## src/tdoa_pkg.sv

```systemverilog
`timescale 1ns / 1ps
package tdoa_pkg;

  localparam int LAG_BITS     = 8;
  localparam int CORDIC_STEPS = 16;
  localparam int TAB_LEN      = 24;
  localparam int COEF_W       = 22;
  localparam int PROD_W       = COEF_W + LAG_BITS;
  localparam int V_W          = PROD_W + 3;
  localparam int GAIN_W       = 18;
  localparam int ZK_W         = V_W + GAIN_W;
  localparam int CW           = V_W + 22;
  localparam int ANG_W        = 26;
  localparam int ELEV_W       = 15;
  localparam int AZIM_W       = 16;
  localparam int MAG_SH       = 16;
  localparam int UNIT_SH      = 9;
  localparam int ROUND_BIAS   = 256;
  localparam int OUT_MAX      = 23040;
  localparam int ANG_HALF     = 180 * 65536;

  typedef logic signed [LAG_BITS-1:0] lag_t;
  typedef logic signed [COEF_W-1:0]   coef_t;
  typedef logic signed [PROD_W-1:0]   prod_t;
  typedef logic signed [V_W-1:0]      vec_t;
  typedef logic signed [ZK_W-1:0]     zk_t;
  typedef logic signed [CW-1:0]       cw_t;
  typedef logic signed [ANG_W-1:0]    ang_t;
  typedef logic signed [AZIM_W-1:0]   azim_t;

  // 3x6 pseudo-inverse, row-major, 8 fraction bits
  localparam coef_t COEF [18] = '{
    coef_t'(-292949), coef_t'(-585899), coef_t'(-292949),
    coef_t'(-292949), coef_t'(0),       coef_t'(292949),
    coef_t'(507403),  coef_t'(0),       coef_t'(169134),
    coef_t'(-507403), coef_t'(-338269), coef_t'(169134),
    coef_t'(0),       coef_t'(0),       coef_t'(131011),
    coef_t'(0),       coef_t'(131011),  coef_t'(131011)
  };

  localparam logic signed [GAIN_W-1:0] GAIN_Q16 = 18'sd107923;

  // atan(2^-i) in degrees, 16 fraction bits
  localparam ang_t ATAN_DEG [TAB_LEN] = '{
    ang_t'(2949120), ang_t'(1740967), ang_t'(919879), ang_t'(466945),
    ang_t'(234379),  ang_t'(117304),  ang_t'(58666),  ang_t'(29335),
    ang_t'(14668),   ang_t'(7334),    ang_t'(3667),   ang_t'(1833),
    ang_t'(917),     ang_t'(458),     ang_t'(229),    ang_t'(115),
    ang_t'(57),      ang_t'(29),      ang_t'(14),     ang_t'(7),
    ang_t'(4),       ang_t'(2),       ang_t'(1),      ang_t'(0)
  };

  typedef struct packed {
    logic signed [CW-1:0]    a;
    logic signed [CW-1:0]    b;
    logic signed [ANG_W-1:0] ang;
  } cord_t;

  // sideband that rides along the CORDIC pipes
  typedef struct packed {
    logic signed [ZK_W-1:0]   zk;
    logic signed [AZIM_W-1:0] azim;
    logic                     zero;
    logic                     mzero;
    logic                     zpos;
  } side_t;

  // Q16 degrees to 1/128 degree, rounded, clamped
  function automatic azim_t to_units(ang_t ang, logic elev);
    ang_t q;
    ang_t lo;
    ang_t hi;
    q  = (ang + ang_t'(ROUND_BIAS)) >>> UNIT_SH;
    lo = elev ? ang_t'(0) : ang_t'(-OUT_MAX);
    hi = ang_t'(OUT_MAX);
    if (q < lo) q = lo;
    if (q > hi) q = hi;
    return azim_t'(q);
  endfunction

endpackage

```

## src/tdoa_matmul.sv

```systemverilog
`timescale 1ns / 1ps
module tdoa_matmul import tdoa_pkg::*; (
  input  logic clk,
  input  logic rst,
  input  logic en,
  input  logic in_valid,
  input  lag_t lag [6],
  output logic v_valid,
  output vec_t v [3]
);

  prod_t prod [18];
  logic  prod_valid;
  vec_t  v_next [3];

  // stage 1: constant products
  for (genvar r = 0; r < 3; r++) begin : g_row
    for (genvar k = 0; k < 6; k++) begin : g_col
      always_ff @(posedge clk) begin
        if (en) prod[r*6+k] <= prod_t'(COEF[r*6+k]) * prod_t'(lag[k]);
      end
    end
  end

  // stage 2: row sums
  always_comb begin
    for (int r = 0; r < 3; r++) begin
      v_next[r] = '0;
      for (int k = 0; k < 6; k++) v_next[r] = v_next[r] + vec_t'(prod[r*6+k]);
    end
  end

  always_ff @(posedge clk) begin
    if (en) v <= v_next;
  end

  always_ff @(posedge clk) begin
    if (rst) begin
      prod_valid <= 1'b0;
      v_valid    <= 1'b0;
    end else if (en) begin
      prod_valid <= in_valid;
      v_valid    <= prod_valid;
    end
  end

endmodule

```

## config.mk

```make
export PLATFORM = sky130hd
export DESIGN_NAME = tdoa_matmul
export DESIGN_NICKNAME = d
export VERILOG_FILES = /design/src/tdoa_pkg.sv /design/src/tdoa_matmul.sv
export SDC_FILE = /design/constraint.sdc
export NUM_CORES = 2
export LEC_CHECK = 0
export BUFFER_PORTS_ARGS = -buffer_cell sky130_fd_sc_hd__buf_2
export CORE_UTILIZATION = 71
export CTS_CLUSTER_DIAMETER = 80
export DETAILED_ROUTE_END_ITERATION = 8
export PLACE_DENSITY = 0.94
export SLEW_MARGIN = 15
export SYNTH_ARGS = -nofsm -noshare
export SYNTH_HDL_FRONTEND = slang
export SYNTH_SLANG_ARGS = --single-unit
```

## constraint.sdc

```tcl
create_clock -name clk -period 14.95 [get_ports clk]
set_input_delay 2.99 -clock clk [delete_from_list [all_inputs] [get_ports clk]]
set_output_delay 2.99 -clock clk [all_outputs]
set_load 0.005 [all_outputs]
```

# --- Word level (Yosys, flattened, before mapping) ---
# Memories as Yosys holds them, arrays and structs flattened.
# Cells that the tools add are included.
totals:
  ram_bits: 540
  n_memories: 1
  wordCells: 36
  reg_bits: 101
classes:
  n_mul: 13
  mux: 2
  addsub: 15
memory_table:
  columns: ["name", "words", "width", "rd", "rd_ports_with_merged_regs", "wr", "line", "source"]
  rows:
  - ["prod", 18, 30, 18, 0, 18, "tdoa_matmul.sv:12", "prod_t prod [18];"]
ops:
  columns: ["cell", "n"]
  rows:
  - ["$add A33 B30 Y33", 6]
  - ["$mul A20 B8 Y28 const A", 7]
  - ["$mul A18 B8 Y26 const A", 5]
  - ["$add A32 B30 Y33", 3]
  - ["$add A31 B30 Y32", 3]
  - ["$add A30 B30 Y31", 3]
  - ["$mul A21 B8 Y29 const A", 1]
  - ["$mux W1", 2]

# --- Logic depth before layout (Yosys ltp) ---
# An unclocked memory read counts as a cell.
depth:
  word_depth: 6
  ltp_mapped: 19
  mapped_depth_nobuf: 19

# --- Worst setup path before layout ---
# No wires, ideal clock.
synth_path:
  kind: "input to register"
  from: "input port lag[0] in the netlist's numbering"
  to: "memory prod[17][28] in the netlist's numbering (data pin)"
  setup_time_ps: 262
  cell_stages: 19
  setup_slack_ps: 7313
  required_time_ps: 14688
  arrival_ps: 7375
  n_path_buf: 0
  path_cell_list: "inv_1 ha_1 inv_1 fa_1 inv_1 fa_1 inv_1 fa_1 inv_1 ha_1 a21o_1 a21oi_1 nor2_1 a211oi_1 o31ai_1 and4_1 a2111oi_2 a21oi_1 xor2_1"
synth_lines:
  columns: ["item", "line", "source"]
  rows:
  - ["from (decl)", "tdoa_matmul.sv:7", "input lag_t lag [6],"]
  - ["to (decl)", "tdoa_matmul.sv:12", null]

==> impl_metrics.toml <==
[synth]
synthAdderAreaFrac_pct = 43.29
ys_warn_count = 0
synth-simple-area-share_pct = 6.320
syn_area_sq_um = 54140
synth_compound_gate_area_share_pct = 10.76
synth-main-ff-cell = "edfxtp_1"
postSynthAreaPerCell_sq_um = 10.28
seq_area_frac_synth_pct = 24.20
ys_ff_latch = 437
synth-edff-count = 435
synth_xor_area_share_pct = 5.516
yosysTopAreaCellShare_pct = 24.37
synth_area_leaders = "fa_1 24%, edfxtp_1 24%, ha_1 19%, inv_1 9.7%, xnor2_1 3.9%"
synth.net_count = 6799
synth_top_family_by_area = "adder cells"
synthCells = 5269
synthArstFlopShare_pct = 0
yosysTopAreaCell = "fa_1"
synth.distinct_cells = 83
muxShareOfSynthArea_pct = 0.09475

[die]
die_w_microns = 278.1
initial_core_util_pct = 72.24
rows = 100
ios = 152
core_area_sq_um = 74950
die_h_microns = 278.1
die-area_sq_um = 77360

[layout]
seq_area_sq_um = 13100
mostFrequentLayoutCell = "inv_1"
areaGrowthSynthToFinish_pct = 7.194
final_nets = 6986
final_cell_mix = "1392 x inv_1, 819 x ha_1, 659 x fa_1, 435 x edfxtp_1, 277 x a21oi_1"
drive_gt1_share_pct = 5.345
fill_cells = 4552
multi_input_area_sq_um = 35720

[cts]
hold_buffers = 0
clk_pin_slew_ns = 0.07
worstSkewPairLatency_ns = 0.64
cts_setup_buffers = 0
clock_sinks = 437
cts.path.max_buffers = 3
cts_resized = 0
cts_buffers = 53
clock-root-buffer = "clkbuf_16"
htreeDepth = 2
cts_tree = "yes"

[sta]
rsz0062_at_grt = "no"
finClkSkew_ns = 0.02798
fin_setup_tns_ns = 0
finalHoldViolCount = 0
slew_headroom_pct = 32.31
setup_viol = 0
fin_crit_ns = 7.988
fmax_mhz = 125.2
tightest_slew_ns = 1.015
finalCritPeriodShare_pct = 53.43
slew_violations = 0

[critical_path]
worst-setup-path-type = "in2reg"
crit_end = "prod[2][25]"
critPathRequiredTime_ns = 15.33
arrival_ns = 8.37
r2r_start = "prod[5][1]"
r2r-end = "v[93]"
cp-start-kind = "input pin"
startpoint = "lag[24]"
reg2regPathDepth = 17
r2r_slack_ns = 9.53
path_max_fanout = 12
end_kind = "flop"

[routing]
final_antenna_net_count = 0
drc = 0
drt-vias-per-instance = 6.127
vias = 39660
drtIter0Drc = 3864
routed_wl_mm = 142.8
drtPass1Iterations = 8
wl_per_cell_microns = 22.07

[placement]
io_buffers = 151
gp_congestion = 1.029
hpwl_mm = 114.1

[hold_path]
hp-class = "reg2reg"
worst_hold_path.num_cells = 2

[run_status]
status = "complete, no violations"

[global_routing]
antenna_found_initial = 5
grt_max_degree = 131
overflow = 0
grt_pass1_wl_mm = 223.2
grt_pass1_vias = 41050
grt_use_total_pct = 37.62

[flow_run]
drv_cap = 0
[layout make-up]
cell class	instances	share of cell area, %
clock buffers	57	2.348
well taps	969	2.089
inverters	1392	9.003
flip-flops and latches	437	22.58
repair buffers	156	1.440
clock inverters	42	0.9723
diodes	4	0.01725
multi-input cells	3416	61.55
[worst max-delay path: stages]
cell and delay, ns:
buf_2 0.34, inv_1 0.26, ha_1 0.53, inv_1 0.18
fa_1 0.52, fa_1 0.52, fa_1 0.53, inv_1 0.06
ha_1 0.33, a211o_1 0.34, nor2_1 0.11, o21ai_1 0.07
nor3b_1 0.17, o221a_2 0.30, o41a_1 0.46, a211o_1 0.34
a21oi_2 0.18, xnor2_1 0.11
[metrics by stage]
step	setup slack, ns	utilization (%)	hold WS, ns	instances	cell area, sq um
final	6.962	77.44	0.4977	6473	58040
after global routing	6.644	77.43	0.5404	6472	58030
after CTS	7.077	77.39	0.5124	6468	58000
after detailed placement	6.457	74.82	0.4885	6369	56070
after global placement	6.593	74.82	0.4749	6369	56070
after floorplan	7.313	-	0.4601	5269	54140
[cells by family (layout without fill, tap and decap cells)]
group / count (synthesis) / count (layout)
other: 0 / 4
muxes: 5 / 5
AOI/OAI and AO/OA: 886 / 886
buffers and inverters: 1416 / 1647
xor gates and xnor gates: 341 / 341
and+or+nand+nor: 706 / 706
adders and majority gates: 1478 / 1478
DFF: 437 / 437
[routing by layer]
metal	routed length [microns]	share of wire (%)	GRT usage, %	up-vias
li1	-	-	-	17640
met2	65970	46	60.42	2124
met1	54890	38	49.03	19400
met4	8479	5.9	18.91	2
met3	13490	9.4	7.253	494
met5	10	0.0070	0	-
[sequential cells by signal (all words and copies together) (netlist names)]
name / count
prod: 336
prod_valid: 1
v: 99
v_valid: 1
[worst min path at each step]
| stage | slack (ns) | start | to |
|---|---|---|---|
| 5_1_grt | 0.54 | prod_valid | prod_valid |
| 4_1_cts | 0.51 | prod_valid | prod_valid |
| 6_report | 0.50 | prod_valid | prod_valid |
| 3_5_place_dp | 0.49 | v_valid | v_valid |
| 2_1_floorplan | 0.46 | prod_valid | prod_valid |
| 3_3_place_gp | 0.47 | prod_valid | prod_valid |
[synthesized netlist by cell type, drive strengths merged, types with 19 or more instances]
cell    instances
or2            22
a21o          132
a31oi          26
a211oi         36
nand4          25
nor2b          47
and3           35
ha            819
nand3          53
clkbuf         24
nor2          218
o21bai         43
o31ai          23
a21oi         280
edfxtp        435
xnor2         239
o21a           40
inv          1392
o211ai         19
nor3           59
nand2         138
or3            20
fa            659
o21ai         147
nand2b         53
xor2          102
Power is not shown: default switching activity piles up to over one toggle a cycle in this logic, so the estimate is an artifact.
